`config.mk`:
```
export PLATFORM = sky130hd
export DESIGN_NAME = offset_frame_deframer_core
export DESIGN_NICKNAME = d
export VERILOG_FILES = /design/src/sv/ofd_pkg.sv /design/src/sv/ofd_cfg.sv /design/src/sv/ofd_collect.sv /design/src/sv/ofd_out_buf.sv /design/src/sv/offset_frame_deframer_core.sv
export SDC_FILE = /design/constraint.sdc
export NUM_CORES = 1
export LEC_CHECK = 0
export ABC_AREA = 1
export BUFFER_PORTS_ARGS = -buffer_cell sky130_fd_sc_hd__buf_2
export CAP_MARGIN = 5
export CORE_MARGIN = 5
export CORE_UTILIZATION = 55
export CTS_BUF_LIST = sky130_fd_sc_hd__clkbuf_8
export CTS_CLUSTER_DIAMETER = 40
export DETAILED_ROUTE_END_ITERATION = 6
export PLACE_DENSITY = 0.79
export SYNTH_ARGS = -nofsm -noshare
export SYNTH_HDL_FRONTEND = slang
export SYNTH_SLANG_ARGS = --single-unit
export TNS_END_PERCENT = 100
```
`constraint.sdc`:
```
create_clock -name clk_i -period 11.42 [get_ports clk_i]
set_clock_uncertainty 0.05 [all_clocks]
set_input_delay 0 -clock clk_i [delete_from_list [all_inputs] [get_ports clk_i]]
set_output_delay 0 -clock clk_i [all_outputs]
set_load 0.01 [all_outputs]
```
`src/sv/ofd_pkg.sv`:
```
// Package for the offset frame deframer: frame position codes, result type,
// register map constants. No dependencies.

package ofd_pkg;

  // Register map (word-aligned, one register)
  localparam int unsigned PaddrW       = 3;
  localparam int unsigned RegIdxBit    = 2;
  localparam logic [7:0]  MarkerReset  = 8'h24;

  // Widths of the item fields
  localparam int unsigned ByteW    = 8;
  localparam int unsigned PayloadW = 32;
  localparam int unsigned SumW     = 11;  // five bytes of at most 255
  localparam int unsigned CheckW   = 16;
  localparam int unsigned TdataOutW = ByteW + PayloadW;

  // Frame position: hunting, then the seven frame bytes in order
  typedef enum logic [2:0] {
    ST_HUNT   = 3'd0,
    ST_CMD    = 3'd1,
    ST_PL0    = 3'd2,
    ST_PL1    = 3'd3,
    ST_PL2    = 3'd4,
    ST_PL3    = 3'd5,
    ST_CHK_HI = 3'd6,
    ST_CHK_LO = 3'd7
  } frame_state_e;

  // Result of a frame that passed its check
  typedef struct packed {
    logic [PayloadW-1:0] payload;
    logic [ByteW-1:0]    command;
  } frame_result_t;

  // Collector status seen by the top level
  typedef struct packed {
    frame_state_e state;
    logic         emit;
  } collect_status_t;

endpackage

```
`src/sv/ofd_cfg.sv`:
```
// APB-style register port for the offset frame deframer.
// Holds the start marker register. Depends on ofd_pkg.

module ofd_cfg
  import ofd_pkg::*;
(
  input  logic              clk_i,
  input  logic              rst_ni,
  input  logic              psel,
  input  logic              penable,
  input  logic              pwrite,
  input  logic [PaddrW-1:0] paddr,
  input  logic [31:0]       pwdata,
  output logic [31:0]       prdata,
  output logic              pready,
  output logic [ByteW-1:0]  marker_o
);

  logic             hit;
  logic [ByteW-1:0] marker_d, marker_q;

  assign pready = 1'b1;
  assign hit    = (paddr[RegIdxBit] == 1'b0);

  // Write the marker on a completed write transfer
  always_comb begin
    marker_d = marker_q;
    if (psel && penable && pwrite && pready && hit) begin
      marker_d = pwdata[ByteW-1:0];
    end
  end

  always_ff @(posedge clk_i or negedge rst_ni) begin
    if (!rst_ni) begin
      marker_q <= MarkerReset;
    end else begin
      marker_q <= marker_d;
    end
  end

  // Read back
  assign prdata   = hit ? {{(32-ByteW){1'b0}}, marker_q} : 32'd0;
  assign marker_o = marker_q;

endmodule

```
`src/sv/ofd_collect.sv`:
```
// Frame collector: hunts for the marker, decodes and gathers frame bytes,
// checks the additive checksum. Depends on ofd_pkg.

module ofd_collect
  import ofd_pkg::*;
(
  input  logic            clk_i,
  input  logic            rst_ni,
  input  logic            accept_i,
  input  logic [ByteW-1:0] rx_byte_i,
  input  logic [ByteW-1:0] marker_i,
  output frame_result_t   result_o,
  output collect_status_t status_o
);

  frame_state_e        state_d, state_q;
  logic [ByteW-1:0]    command_d, command_q;
  logic [PayloadW-1:0] payload_d, payload_q;
  logic [SumW-1:0]     sum_d, sum_q;
  logic [ByteW-1:0]    chk_hi_d, chk_hi_q;
  logic [ByteW-1:0]    dec;
  logic [CheckW-1:0]   check;
  logic                emit;

  assign dec   = rx_byte_i - 8'd1;
  assign check = {chk_hi_q, dec};

  // Next state, hold updates and result strobe
  always_comb begin
    state_d   = state_q;
    command_d = command_q;
    payload_d = payload_q;
    sum_d     = sum_q;
    chk_hi_d  = chk_hi_q;
    emit      = 1'b0;
    if (accept_i) begin
      case (state_q)
        ST_HUNT: begin
          if (rx_byte_i == marker_i) begin
            state_d = ST_CMD;
            sum_d   = '0;
          end
        end
        ST_CMD: begin
          command_d = dec;
          sum_d     = sum_q + SumW'(dec);
          state_d   = ST_PL0;
        end
        ST_PL0: begin
          payload_d[7:0] = dec;
          sum_d          = sum_q + SumW'(dec);
          state_d        = ST_PL1;
        end
        ST_PL1: begin
          payload_d[15:8] = dec;
          sum_d           = sum_q + SumW'(dec);
          state_d         = ST_PL2;
        end
        ST_PL2: begin
          payload_d[23:16] = dec;
          sum_d            = sum_q + SumW'(dec);
          state_d          = ST_PL3;
        end
        ST_PL3: begin
          payload_d[31:24] = dec;
          sum_d            = sum_q + SumW'(dec);
          state_d          = ST_CHK_HI;
        end
        ST_CHK_HI: begin
          chk_hi_d = dec;
          state_d  = ST_CHK_LO;
        end
        ST_CHK_LO: begin
          emit    = (check == CheckW'(sum_q));
          state_d = ST_HUNT;
        end
        default: begin
          state_d = ST_HUNT;
        end
      endcase
    end
  end

  always_ff @(posedge clk_i or negedge rst_ni) begin
    if (!rst_ni) begin
      state_q <= ST_HUNT;
    end else begin
      state_q <= state_d;
    end
  end

  // Frame holds carry no reset; every field is written before use
  always_ff @(posedge clk_i) begin
    command_q <= command_d;
    payload_q <= payload_d;
    sum_q     <= sum_d;
    chk_hi_q  <= chk_hi_d;
  end

  assign result_o.command = command_q;
  assign result_o.payload = payload_q;
  assign status_o.state   = state_q;
  assign status_o.emit    = emit;

endmodule

```
`src/sv/ofd_out_buf.sv`:
```
// Result register with one skid entry for the offset frame deframer.
// Decouples output stalls from byte intake. Depends on ofd_pkg.

module ofd_out_buf
  import ofd_pkg::*;
(
  input  logic          clk_i,
  input  logic          rst_ni,
  input  logic          push_i,
  input  frame_result_t push_data_i,
  output logic          ready_o,
  output logic          valid_o,
  input  logic          pop_ready_i,
  output frame_result_t data_o,
  output logic          skid_valid_o
);

  logic          main_valid_d, main_valid_q;
  logic          skid_valid_d, skid_valid_q;
  frame_result_t main_d, main_q;
  frame_result_t skid_d, skid_q;
  logic          pop;

  assign pop     = main_valid_q && pop_ready_i;
  assign ready_o = !skid_valid_q;

  // Load main from input or skid, park in skid when main stalls
  always_comb begin
    main_valid_d = main_valid_q;
    skid_valid_d = skid_valid_q;
    main_d       = main_q;
    skid_d       = skid_q;
    if (push_i) begin
      if (!main_valid_q || pop) begin
        main_d       = push_data_i;
        main_valid_d = 1'b1;
      end else begin
        skid_d       = push_data_i;
        skid_valid_d = 1'b1;
      end
    end else if (pop) begin
      if (skid_valid_q) begin
        main_d       = skid_q;
        skid_valid_d = 1'b0;
      end else begin
        main_valid_d = 1'b0;
      end
    end
  end

  always_ff @(posedge clk_i or negedge rst_ni) begin
    if (!rst_ni) begin
      main_valid_q <= 1'b0;
      skid_valid_q <= 1'b0;
    end else begin
      main_valid_q <= main_valid_d;
      skid_valid_q <= skid_valid_d;
    end
  end

  always_ff @(posedge clk_i) begin
    main_q <= main_d;
    skid_q <= skid_d;
  end

  assign valid_o      = main_valid_q;
  assign data_o       = main_q;
  assign skid_valid_o = skid_valid_q;

endmodule

```
`src/sv/offset_frame_deframer_core.sv`:
```
// Offset frame deframer, top level: register port, frame collector, result buffer.
// A result is registered from its last byte into the result register, or into the skid entry while that one waits.
// Throughput: one byte per cycle; intake pauses only while both result slots wait.
// Reset (rst_ni low, asynchronous): hunting, buffer empty, start marker 0x24.
// Depends on ofd_pkg, ofd_cfg, ofd_collect, ofd_out_buf.

module offset_frame_deframer_core
  import ofd_pkg::*;
(
  input  logic                 clk_i,
  input  logic                 rst_ni,
  // Byte input
  input  logic                 s_axis_tvalid,
  output logic                 s_axis_tready,
  input  logic [ByteW-1:0]     s_axis_tdata,   // [7:0] rx_byte
  // Frame results
  output logic                 m_axis_tvalid,
  input  logic                 m_axis_tready,
  output logic [TdataOutW-1:0] m_axis_tdata,   // [7:0] command, [39:8] payload
  // Register port
  input  logic                 psel,
  input  logic                 penable,
  input  logic                 pwrite,
  input  logic [PaddrW-1:0]    paddr,
  input  logic [31:0]          pwdata,
  output logic [31:0]          prdata,
  output logic                 pready
);

  logic            accept;
  logic [ByteW-1:0] marker;
  frame_result_t   result;
  frame_result_t   out_data;
  collect_status_t status;
  logic            skid_valid;

  assign accept = s_axis_tvalid && s_axis_tready;

  ofd_cfg u_cfg (
    .clk_i    (clk_i),
    .rst_ni   (rst_ni),
    .psel     (psel),
    .penable  (penable),
    .pwrite   (pwrite),
    .paddr    (paddr),
    .pwdata   (pwdata),
    .prdata   (prdata),
    .pready   (pready),
    .marker_o (marker)
  );

  ofd_collect u_collect (
    .clk_i     (clk_i),
    .rst_ni    (rst_ni),
    .accept_i  (accept),
    .rx_byte_i (s_axis_tdata),
    .marker_i  (marker),
    .result_o  (result),
    .status_o  (status)
  );

  ofd_out_buf u_out_buf (
    .clk_i        (clk_i),
    .rst_ni       (rst_ni),
    .push_i       (status.emit),
    .push_data_i  (result),
    .ready_o      (s_axis_tready),
    .valid_o      (m_axis_tvalid),
    .pop_ready_i  (m_axis_tready),
    .data_o       (out_data),
    .skid_valid_o (skid_valid)
  );

  assign m_axis_tdata = {out_data.payload, out_data.command};

  // Skid entry is only ever filled behind a waiting main entry
  assert property (@(posedge clk_i) disable iff (!rst_ni)
    skid_valid |-> m_axis_tvalid)
    else $error("skid entry holds data while result register is empty");

  // Intake stalls only while a result is offered
  assert property (@(posedge clk_i) disable iff (!rst_ni)
    !s_axis_tready |-> m_axis_tvalid)
    else $error("byte intake stalled with no pending result");

  // A result is only produced on the low checksum byte of a frame
  assert property (@(posedge clk_i) disable iff (!rst_ni)
    status.emit |-> (accept && status.state == ST_CHK_LO))
    else $error("result strobe outside the last frame byte");

  // After the last frame byte the collector hunts again
  assert property (@(posedge clk_i) disable iff (!rst_ni)
    (accept && status.state == ST_CHK_LO) |=> (status.state == ST_HUNT))
    else $error("collector did not return to hunting after a frame");

endmodule
```
# Word level (Yosys, flattened, before mapping)
# Cells that the tools add are included.
# totals
register_bits	152
inputBits	50
out_inout_bits	75
wordCells	75
# classes
add_sub_neg	2
eq_ne	13
muxes	18
bitwise	2
n_reduce_logical	25
# op_table
operator	count
40-bit 2-to-1 mux	4
3-bit case mux with 8 select lines	1
11-bit case mux with 2 select lines	1
2-bit AND reduction	9
16-bit by 11-bit equality test with 1-bit output	1
3-bit equality test (second input constant)	4
11-bit by 8-bit adder with 11-bit output	1
11-bit 2-to-1 mux	1
1-bit 2-to-1 mux	9
3-bit AND reduction	3
8-bit equality test	1
8-bit 2-to-1 mux	1
8-bit by 1-bit subtractor with 8-bit output (second input constant)	1
3-bit by 2-bit equality test with 1-bit output (second input constant)	2
2-bit nonzero test	3
1-bit logical AND	5
5-bit OR reduction	1
2-bit by 1-bit inequality test with 1-bit output (second input constant)	2
2-bit inequality test (second input constant)	2
3-bit by 1-bit equality test with 1-bit output (second input constant)	1
3-bit zero test	1
3-bit 2-to-1 mux	1
1-bit zero test	2
1-bit NOT	2
1-bit logical OR	1

# Logic depth before layout (Yosys ltp)
# Gate-level depths: netlist of run 1.
# logic_depth
depth_word	6
mapped_depth	14
depth_no_buf	14

# Cells and area by module
# A second synthesis of run 1 with hierarchy kept.
# unflattened
cells_unflattened	571
area_unflattened_um2	6603.8
# by_module_without_submodules
module	n_inst	cells_each	area_per_inst_um2	seq_area_each_um2
ofd_out_buf	1	226	3084.2	2452.4
ofd_collect	1	262	2900.3	1846.8
ofd_cfg	1	81	611.8	202.7
offset_frame_deframer_core	1	2	7.5	0.0

# Least setup slack after synthesis of run 1
# No wires, ideal clock.
# synth_timing
path_kind	input -> register
startpoint	in s_axis_tdata[0]
endpoint	reg u_out_buf.main_q (netlist bit u_out_buf.data_o[0]), enable pin
setup_ps	499
t_arrival_ps	4858
required_time_ps	10871
slack_ps	6013
path_stages	12
path_buffers	1
path_cell_list	inv_1 -> ha_1 -> nand3_1 -> nor3_1 -> xor2_1 -> ha_1 -> buf_6 -> nor2_2 -> nand3_2 -> nor2_8 -> nand2_8 -> a21boi_0
# synth_via
elab_chain_cells	6
elab_cells_between_ends	8
cone_classes	1 x add/sub; 2 x eq/ne; 2 x mux; 3 x reduce/logical
# synth_rtl
item	line	source
start: declaration	offset_frame_deframer_core.sv:15	input logic [ByteW-1:0] s_axis_tdata,
8-bit by 1-bit subtractor with 8-bit output *	ofd_collect.sv:25	assign dec = rx_byte_i - 8'd1;
named net u_collect.dec[6]	ofd_collect.sv:21	logic [ByteW-1:0] dec;
16-bit by 11-bit equality test with 1-bit output *	ofd_collect.sv:74	emit = (check == CheckW'(sum_q));
1-bit 2-to-1 mux *	ofd_collect.sv:37	case (state_q)
1-bit 2-to-1 mux *	ofd_collect.sv:36	if (accept_i) begin
2-bit by 1-bit inequality test with 1-bit output (no line) / 2-bit nonzero test (equally long branches)	--	
3-bit AND reduction (no line) *	--	
end signal: assignment	ofd_out_buf.sv:62	main_q <= main_d;
end: declaration	ofd_out_buf.sv:20	frame_result_t main_d, main_q;
# The timed path passes the listed nets; every way through them passes the cells marked *.
# A chain may end at the register's enable or synchronous reset.

# Worst setup path after layout of run 1
# layout_timing
startpoint	in s_axis_tdata[0]
endpoint	reg u_out_buf.skid_q[11] (netlist bit), enable pin
# layout_via
elab_chain_cells	5
# layout_rtl
item	line	source
8-bit by 1-bit subtractor with 8-bit output	ofd_collect.sv:25	
named net u_collect.dec[0]	ofd_collect.sv:21	
16-bit by 11-bit equality test with 1-bit output	ofd_collect.sv:74	
1-bit 2-to-1 mux	ofd_collect.sv:37	
1-bit 2-to-1 mux	ofd_collect.sv:36	
2-bit AND reduction (no line)	--	
end signal: assignment	ofd_out_buf.sv:63	skid_q <= skid_d;
end: declaration	ofd_out_buf.sv:21	frame_result_t skid_d, skid_q;
# The timed path passes the listed nets, and every way through them passes these cells.

==> results of run 1 <==
## layout by cell type, fill, tap and decap left out, types with 2 or more instances in the layout
| master | synthesis | routed |
|---|---|---|
| o21ai_0 | 4 | 4 |
| nand3_1 | 61 | 61 |
| nor3_2 | 2 | 2 |
| nand2_1 | 143 | 143 |
| a21oi_1 | 19 | 19 |
| nand2_2 | 11 | 11 |
| ha_1 | 13 | 13 |
| nor3_1 | 4 | 4 |
| clkinv_4 | 0 | 3 |
| dlygate4sd3_1 | 0 | 14 |
| buf_2 | 2 | 73 |
| inv_1 | 40 | 41 |
| bufinv_16 | 0 | 3 |
| nand4_2 | 2 | 2 |
| dfrtp_1 | 11 | 11 |
| clkinv_1 | 0 | 3 |
| inv_2 | 4 | 4 |
| conb_1 | 2 | 25 |
| nor2_1 | 53 | 53 |
| or2_2 | 2 | 2 |
| nor2_8 | 2 | 2 |
| edfxtp_1 | 139 | 139 |
| dfstp_2 | 2 | 2 |
| nand4_1 | 3 | 3 |
| clkinv_2 | 0 | 2 |
| xnor2_1 | 5 | 5 |
| clkbuf_8 | 0 | 17 |
| xor2_1 | 5 | 5 |
## metrics by stage
stage	hold slack, ns	total power, uW	utilization [%]	cell area (sq um)
2_1_floorplan	-0.346	968	-	6830
3_3_place_gp	-0.157	1020	58.8	7060
3_5_place_dp	-0.148	1040	58.8	7060
4_1_cts	0.00669	1440	63.1	7580
5_1_grt	0.0397	1520	63.2	7590
6_report	0.0429	1440	63.2	7590
## per-layer routing
layer,wire length (um),part of all wire (%),up-vias
met3,881,6.8,17
met1,5200,40,1986
li1,-,-,2092
met4,225,1.7,0
met2,6660,51,165
met5,0,0,-
## final cells by class
type,count,area share (%)
sequential,152,59.3
multi-input combinational,365,24.2
timing repair buffer,88,6.76
clock buffer,17,3.08
tap,147,2.42
inverter,44,2.18
clock inverter,14,2.08
## state kept, by name (all words and copies together) (netlist names)
signal,flops
u_cfg.marker_o,8
u_collect.sum_q,11
u_out_buf.data_o,40
u_collect.payload_q,32
u_out_buf.skid_q,40
u_collect.chk_hi_q,8
u_out_buf.skid_valid_o,1
u_out_buf.valid_o,1
u_collect.state_q,3
u_collect.command_q,8
## final timing paths
path | to | slack (ns) | startpoint
worst max-delay path | u_out_buf.skid_q[11] | 6.55 | s_axis_tdata[0]
worst min-delay path | u_collect.payload_q[7] | 0.04 | s_axis_tdata[7]
worst max register to register | u_out_buf.skid_q[11] | 7.94 | u_collect.sum_q[1]
worst min register to register | u_out_buf.skid_q[25] | 0.40 | u_collect.payload_q[17]
max in group asynchronous | u_cfg.marker_o[1] | 9.85 | rst_ni
min in group asynchronous | u_cfg.marker_o[5] | 0.53 | rst_ni
## where the power goes
group	switching [uW]	leakage, uW	internal (uW)
combinational	218	0.00159	103
clock	196	0.000200	212
sequential	33.1	0.00141	681
total	448	0.00320	996
## logic make-up after synthesis
logic type / Yosys count / share of synthesized area, %
AOI/OAI and AO/OA: 27 / 2.17
xor gates and xnor gates: 10 / 1.30
adders and majority gates: 14 / 2.71
buffers and inverters: 85 / 7.62
DFF: 152 / 66.7
other: 2 / 0.111
and+or+nand+nor: 289 / 19.4
## critical path, cell delays in order
cell	delay, ns
dlygate4sd3_1	0.53
buf_2	0.13
inv_1	0.30
ha_1	0.26
nand3_1	0.12
nor3_1	0.19
xor2_1	0.71
ha_1	0.48
nor2_2	0.16
nand3_2	0.13
nor2_8	0.53
nand2_8	0.32
nor2_4	0.96
==> flow_metrics.py, run 1 <==
metrics = {
    "synthesis": {
        "avgSynthCellArea_sq_um": 11.7,
        "synth_top_area_share_pct": 61.9,
        "yosys-top-cells-area": "edfxtp_1, nand2_1, nand3_1",
        "synth.distinct_cells": 35,
        "ys_seq_area_share_pct": 66.7,
        "syn_inst": 579,
        "synth_seq_cells": 152,
        "synth_most_common_cell": "nand2_1",
        "synth_commonest_cells": "nand2_1, edfxtp_1, nand3_1",
        "synth_ff_type": "edfxtp_1",
        "syn-cell-area_sq_um": 6750,
        "synth_warnings": 0,
        "postSynth.asyncResetShare_pct": 8.55,
        "synth_edf_count": 139,
        "synth_top_area_cell": "edfxtp_1",
    },
    "clocking": {
        "cts_root_buffer": "clkbuf_8",
        "post-cts-setup-buffers": 0,
        "clock_path_buffers": 2,
        "cts_tree": "yes",
        "cts_buffers": 17,
        "insertion_delay_ns": 0.45,
        "clk_pin_slew_ns": 0.07,
        "clkSinkCount": 152,
        "cts_resized": 0,
        "cts_hold_buffers": 13,
        "htreeDepth": 4,
    },
    "drt": {
        "drc": 0,
        "via_per_inst": 5.15,
        "dr.first_iter.drc_count": 407,
        "drtPass1Iterations": 5,
        "ant_nets": 0,
        "wire_per_inst_um": 15.7,
        "via_count": 4260,
        "finalWirelength_um": 13000,
    },
    "power": {
        "p_leak_uw": 0.00320,
        "ir_worst_vdd_v": 0.0000840,
        "p_per_area_nw_per_um2": 190,
    },
    "placement": {
        "io_buffers": 73,
        "numPlacedInstances": 782,
        "pre_cts_slack_ns": 6.61,
        "place_congestion": 0.831,
        "dp_hpwl_um": 8500,
    },
    "timing": {
        "setup_viol": 0,
        "rsz0062_at_grt": "false",
        "slew_violations": 0,
        "worst_pin_slew_ns": 1.14,
        "max_freq_mhz": 206,
        "slew_headroom_pct": 24.0,
        "setup_tns_ns": 0,
        "finalHoldViolCount": 0,
        "fin_ws_ns": 6.55,
        "timing.final.crit_share_pct": 42.6,
        "period_minus_slack_ns": 4.87,
    },
    "critical_path": {
        "reg2regPathDepth": 6,
        "path_class": "input port to flop",
        "crit_path_end_kind": "flop",
        "worst-endpoint-arrival_ns": 4.88,
        "path_max_fanout": 44,
        "start_kind": "input port",
        "cp_data_required_time_ns": 11.43,
    },
    "floorplan": {
        "dieHeight_um": 121,
        "start_util_pct": 56.2,
        "die-area_sq_um": 14600,
        "fp.dieW_um": 121,
        "num_rows": 40,
        "core_sq_um": 12000,
        "pin_count": 125,
    },
    "layout": {
        "ff_latch_area_sq_um": 4500,
        "diodes": 0,
        "fin_cells": 827,
        "fin_nets": 732,
        "multi_input_area_sq_um": 1830,
        "fill_cells": 912,
        "area_growth_pct": 12.5,
        "drive_gt1_share_pct": 19.4,
    },
    "grt": {
        "gr-usage-all-layers_pct": 18.6,
        "busiest_layer": "met2",
        "grtUsageMet3_pct": 4.49,
        "gr-usage-met2_pct": 32.8,
        "antenna_found_initial": 0,
        "grt_max_degree": 45,
        "grt_overflow_total": 0,
        "grt_pass1_vias": 4284,
        "met1_usage_pct": 22.3,
        "grt_first_pass_wirelength_um": 20700,
    },
    "min_path": {
        "hold_depth": 2,
        "hold_path_class": "input port to flop",
    },
    "outcome": {
        "outcome": "completed",
    },
    "run": {
        "maxCapViolations": 0,
    },
}
No activity file was read; power rests on OpenSTA's default activity.
==> inputs of run 2 (changes only) <==
--- a/config.mk
+++ b/config.mk
@@ -9,11 +9,11 @@
 export BUFFER_PORTS_ARGS = -buffer_cell sky130_fd_sc_hd__buf_2
 export CAP_MARGIN = 5
 export CORE_MARGIN = 5
-export CORE_UTILIZATION = 55
+export CORE_UTILIZATION = 52
 export CTS_BUF_LIST = sky130_fd_sc_hd__clkbuf_8
 export CTS_CLUSTER_DIAMETER = 40
 export DETAILED_ROUTE_END_ITERATION = 6
-export PLACE_DENSITY = 0.79
+export PLACE_DENSITY = 0.78
 export SYNTH_ARGS = -nofsm -noshare
 export SYNTH_HDL_FRONTEND = slang
 export SYNTH_SLANG_ARGS = --single-unit
==> constraint.sdc (replaced) <==
create_clock -name clk_i -period 4.25 [get_ports clk_i]
set_clock_uncertainty 0.05 [all_clocks]
set_input_delay 0 -clock clk_i [delete_from_list [all_inputs] [get_ports clk_i]]
set_output_delay 0 -clock clk_i [all_outputs]
set_load 0.01 [all_outputs]
==> run 2 against run 1 <==
Against the previous run: sequential power rose to 2.7 times the previous value; critical endpoint is now u_out_buf.data_o[6]; worst hold slack worse by 0.0021 ns; design area up 1.6%.
==> flow_metrics.py, run 2 (synthesis gave the netlist of run 1 again) <==
metrics = {
    "outcome": {
        "outcome": "completed",
    },
    "layout": {
        "ff_latch_area_sq_um": 4500,
        "final_util_pct": 60.8,
        "fill_cells": 992,
        "multi_input_area_sq_um": 1830,
        "drive_gt1_share_pct": 20.6,
        "layout_common_cells": "nand2_1, edfxtp_1, buf_2, nand3_1, nor2_1",
        "fin_nets": 741,
        "layout_commonest_cell": "nand2_1",
        "area_growth_pct": 14.2,
        "diodes": 0,
    },
    "critical_path": {
        "path_class": "input port to flop",
        "cp_data_required_time_ns": 4.33,
        "crit_path_end_kind": "flop",
        "worst-endpoint-arrival_ns": 3.40,
        "start_kind": "input port",
        "path_max_fanout": 44,
    },
    "drt": {
        "ant_nets": 0,
        "wire_per_inst_um": 14.0,
        "drtPass1Iterations": 5,
        "drc": 0,
        "dr.first_iter.drc_count": 341,
        "via_count": 4259,
        "finalWirelength_um": 12100,
        "via_per_inst": 4.94,
    },
    "grt": {
        "grtUsageMet3_pct": 4.59,
        "grt_overflow_total": 0,
        "gr-usage-met2_pct": 29.8,
        "grt_pass1_vias": 4024,
        "gr-usage-all-layers_pct": 17.1,
        "grt_max_degree": 45,
        "grt_first_pass_wirelength_um": 19500,
        "busiest_layer": "met2",
        "met1_usage_pct": 19.9,
        "antenna_found_initial": 0,
    },
    "floorplan": {
        "die-area_sq_um": 15400,
        "start_util_pct": 53.3,
        "num_rows": 41,
        "dieHeight_um": 124,
        "fp.dieW_um": 124,
        "core_sq_um": 12700,
        "pin_count": 125,
    },
    "clocking": {
        "clk_pin_slew_ns": 0.08,
        "clkSinkCount": 152,
        "htreeDepth": 4,
        "clock_path_buffers": 2,
        "cts_buffers": 17,
        "cts_root_buffer": "clkbuf_8",
        "cts_tree": "yes",
        "insertion_delay_ns": 0.44,
    },
    "timing": {
        "setup_viol": 0,
        "max_freq_mhz": 301,
        "rsz0062_at_grt": "false",
        "slew_violations": 0,
        "worst_pin_slew_ns": 0.979,
        "timing.final.crit_share_pct": 78.1,
        "setup_tns_ns": 0,
        "finalHoldViolCount": 0,
        "period_minus_slack_ns": 3.32,
        "slew_headroom_pct": 34.5,
    },
    "power": {
        "pwr-share-comb_pct": 22.4,
        "p_per_area_nw_per_um2": 495,
        "p_seq_share_pct": 50.3,
        "p_leak_uw": 0.00324,
        "p_sw_uw": 1180,
        "finalPower_uw": 3820,
        "ir_worst_vdd_v": 0.000217,
        "internal_power_uw": 2630,
        "swShare_pct": 31.0,
        "clockPowerShare_pct": 27.4,
    },
    "min_path": {
        "hold_path_class": "input port to flop",
    },
    "run": {
        "maxCapViolations": 0,
    },
    "placement": {
        "place_congestion": 0.858,
        "io_buffers": 73,
        "dp_hpwl_um": 8200,
    },
}
run 2: cell types whose count changed in the layout (fill, tap and decap cells not counted), sizes merged:
cell	delta
buf	+8
bufinv	-1
clkinv	-4
clkinvlp	+3
dlygate4sd3	+1
inv	+3
run 2: power groups by stage:
stage,clock network [uW],logic [uW],registers (uW)
2_1_floorplan,0,683,1920
3_3_place_gp,0,814,1940
3_5_place_dp,0,842,1950
4_1_cts,1070,856,1920
5_1_grt,1130,985,1940
6_report,1040,853,1920
run 2: what timing repair did:
| item | in CTS | in global routing |
|---|---|---|
| hold buffers | 15 | 0 |
| hold endpoints to repair | 34 | 0 |
| setup buffers | 0 | 0 |
| gates resized for setup | 0 | 0 |
run 2: metrics by stage:
| stage | std cells | hold slack, ns | area, sq um | setup slack (ns) |
|---|---|---|---|---|
| final | 862 | 0.0408 | 7710 | 0.930 |
| after global routing | 862 | 0.0134 | 7710 | 0.649 |
| after CTS | 862 | 0.00449 | 7710 | 0.909 |
| after detailed placement | 815 | -0.138 | 7170 | 0.969 |
| after global placement | 815 | -0.148 | 7170 | 1.05 |
| after floorplan | 602 | -0.346 | 6840 | 0.660 |
run 2: per-layer routing:
metal	routed length, um	part of all wire (%)	vias up
met5	0	0	-
met4	212	1.8	0
met3	802	6.6	14
met2	6320	52	158
met1	4750	39	1988
li1	-	-	2099
run 2: final timing paths:
| kind | from | to | slack [ns] | depth (start not counted) |
|---|---|---|---|---|
| min reg2reg | u_collect.payload_q[31] | u_out_buf.skid_q[39] | 0.40 | 0 |
| min in group asynchronous | rst_ni | u_cfg.marker_o[2] | 0.54 | 3 |
| max reg2reg | u_collect.sum_q[8] | u_out_buf.data_o[6] | 1.69 | 6 |
| max | s_axis_tdata[0] | u_out_buf.data_o[6] | 0.93 | 15 |
| max in group asynchronous | rst_ni | u_cfg.marker_o[6] | 2.63 | 4 |
| min | s_axis_tdata[6] | u_collect.chk_hi_q[6] | 0.04 | 3 |
run 2: critical path: stages:
cell	delay (ns)
dlygate4sd3_1	0.54
buf_2	0.13
inv_1	0.29
ha_1	0.26
nand3_1	0.12
nor3_1	0.19
xor2_1	0.16
buf_4	0.19
ha_1	0.34
nor2_2	0.17
nand3_2	0.14
nor2_8	0.17
nand2_8	0.21
a21boi_4	0.24
buf_12	0.24
run 2: layout make-up:
cell class                 count  share of cell area [%]
clock buffer                  17                    3.04
clock inverter                15                    1.95
inverter                      44                    2.14
multi-input combinational    365                    23.8
sequential                   152                    58.4
tap                          172                    2.79
timing repair buffer          97                    7.89
==> inputs of run 3 (changes only) <==
==> constraint.sdc (replaced) <==
create_clock -name clk_i -period 2.7 [get_ports clk_i]
set_clock_uncertainty 0.05 [all_clocks]
set_input_delay 0 -clock clk_i [delete_from_list [all_inputs] [get_ports clk_i]]
set_output_delay 0 -clock clk_i [all_outputs]
set_load 0.01 [all_outputs]
==> run 3 against run 2 <==
Against the previous run: cell count grew 0.81%; critical path type is now flop to flop; critical path depth down 8; power up 59%; design area increased by 1.0%; worst hold slack improved by 0.031 ns.
==> flow_metrics.py, run 3 (synthesis gave the netlist of run 1 again) <==
metrics = {
    "clocking": {
        "cts_buffers": 17,
        "clk_pin_slew_ns": 0.08,
        "clkSinkCount": 152,
        "clock_path_buffers": 2,
        "htreeDepth": 4,
        "insertion_delay_ns": 0.45,
        "cts_tree": "yes",
        "cts_root_buffer": "clkbuf_8",
    },
    "timing": {
        "period_minus_slack_ns": 2.25,
        "worst_pin_slew_ns": 0.731,
        "slew_violations": 0,
        "timing.final.crit_share_pct": 83.5,
        "max_freq_mhz": 443,
        "finalHoldViolCount": 0,
        "holdWs_ns": 0.0718,
        "setup_viol": 0,
        "fin_ws_ns": 0.445,
        "slew_headroom_pct": 51.1,
        "rsz0062_at_grt": "false",
    },
    "floorplan": {
        "die-area_sq_um": 15400,
        "fp.dieW_um": 124,
        "core_sq_um": 12700,
        "dieHeight_um": 124,
        "num_rows": 41,
        "pin_count": 125,
        "start_util_pct": 53.3,
    },
    "power": {
        "finalPower_uw": 6060,
        "internal_power_uw": 4160,
        "swShare_pct": 31.4,
        "clockPowerShare_pct": 26.6,
        "p_per_area_nw_per_um2": 778,
        "p_sw_uw": 1900,
        "pwr-share-comb_pct": 23.6,
        "p_seq_share_pct": 49.8,
        "p_leak_uw": 0.00328,
        "ir_worst_vdd_v": 0.000400,
    },
    "drt": {
        "dr.first_iter.drc_count": 308,
        "via_per_inst": 4.99,
        "via_count": 4335,
        "wire_per_inst_um": 14.8,
        "drc": 0,
        "drtPass1Iterations": 5,
        "ant_nets": 0,
        "finalWirelength_um": 12900,
    },
    "grt": {
        "antenna_found_initial": 0,
        "grt_max_degree": 41,
        "gr-usage-all-layers_pct": 18.0,
        "grt_overflow_total": 0,
        "grt_pass1_vias": 4256,
        "grt_first_pass_wirelength_um": 20500,
    },
    "layout": {
        "stdcell_area_sq_um": 7790,
        "layout_commonest_cell": "nand2_1",
        "fin_nets": 748,
        "drive_gt1_share_pct": 22.4,
        "area_growth_pct": 15.4,
        "layout_common_cells": "nand2_1, edfxtp_1, buf_2, nand3_1, nor2_1",
        "final_util_pct": 61.5,
        "diodes": 0,
    },
    "placement": {
        "io_buffers": 73,
        "place_congestion": 0.841,
        "dp_hpwl_um": 8930,
        "pre_cts_slack_ns": 0.0800,
        "place_area_sq_um": 7280,
    },
    "critical_path": {
        "crit_end": "u_out_buf.data_o[33]",
        "cp-startpoint": "u_collect.sum_q[1]",
        "reg2regPathDepth": 7,
        "path_max_fanout": 40,
        "start_kind": "flop",
        "reg2reg_to": "u_out_buf.data_o[33]",
        "r2r_start": "u_collect.sum_q[1]",
        "cp_data_required_time_ns": 2.96,
        "rrSetupSlack_ns": 0.45,
        "crit_path_end_kind": "flop",
        "worst-endpoint-arrival_ns": 2.52,
        "path_class": "flop to flop",
    },
    "run": {
        "maxCapViolations": 0,
    },
    "outcome": {
        "outcome": "completed",
    },
    "min_path": {
        "min_from": "s_axis_tdata[0]",
        "hold_path_class": "input port to flop",
    },
}
[run 3: power groups by stage]
stage               combinational, uW  sequential [uW]  clock (uW)
floorplan                        1080             3020           0
global placement                 1350             3050           0
detailed placement               1400             3070           0
CTS                              1420             3020        1640
global route                     1610             3040        1750
finish                           1430             3020        1610
[run 3: critical path: stages (launching register included)]
cell,delay (ns)
edfxtp_1,0.44
ha_1,0.38
nor3_1,0.30
nand3_4,0.14
nor2_8,0.14
buf_4,0.39
nand3_1,0.15
nand2_1,0.11
[run 3: cell type report]
class	count	area, sq um
clock buffer	20	275
inverter	44	169
fill	1006	4880
tap	172	215
timing repair buffer	104	656
multi-input combinational	365	1870
clock inverter	12	101
sequential	152	4500
[run 3: timing repair]
action / 4_1_cts / 5_1_grt
buffers inserted: 0 / 0
hold buffers: 13 / 0
endpoints found under the setup margin: 0 / 0
endpoints found under the hold margin: 24 / 0
resized for setup: 0 / 0
[run 3: per-stage QoR]
step | setup TNS [ns] | cells
2_1_floorplan | -19.90 | 602
3_3_place_gp | 0 | 824
3_5_place_dp | 0 | 824
4_1_cts | 0 | 869
5_1_grt | 0 | 869
6_report | 0 | 869
[run 3: worst min path at each step]
stage | end | depth (start not counted)
final | u_collect.payload_q[24] | 3
after CTS | u_collect.payload_q[24] | 3
after global placement | u_cfg.marker_o[0] | 1
after global routing | u_collect.payload_q[24] | 3
after detailed placement | u_cfg.marker_o[1] | 1
after floorplan | u_cfg.marker_o[0] | 0
[run 3: per-layer routing]
| metal | vias up | wire [um] | GRT usage [%] |
|---|---|---|---|
| li1 | 2115 | - | - |
| met1 | 2030 | 5080 | 20.5 |
| met2 | 168 | 6600 | 31.9 |
| met3 | 22 | 909 | 4.68 |
| met4 | 0 | 267 | 8.01 |
| met5 | - | 0 | 0 |
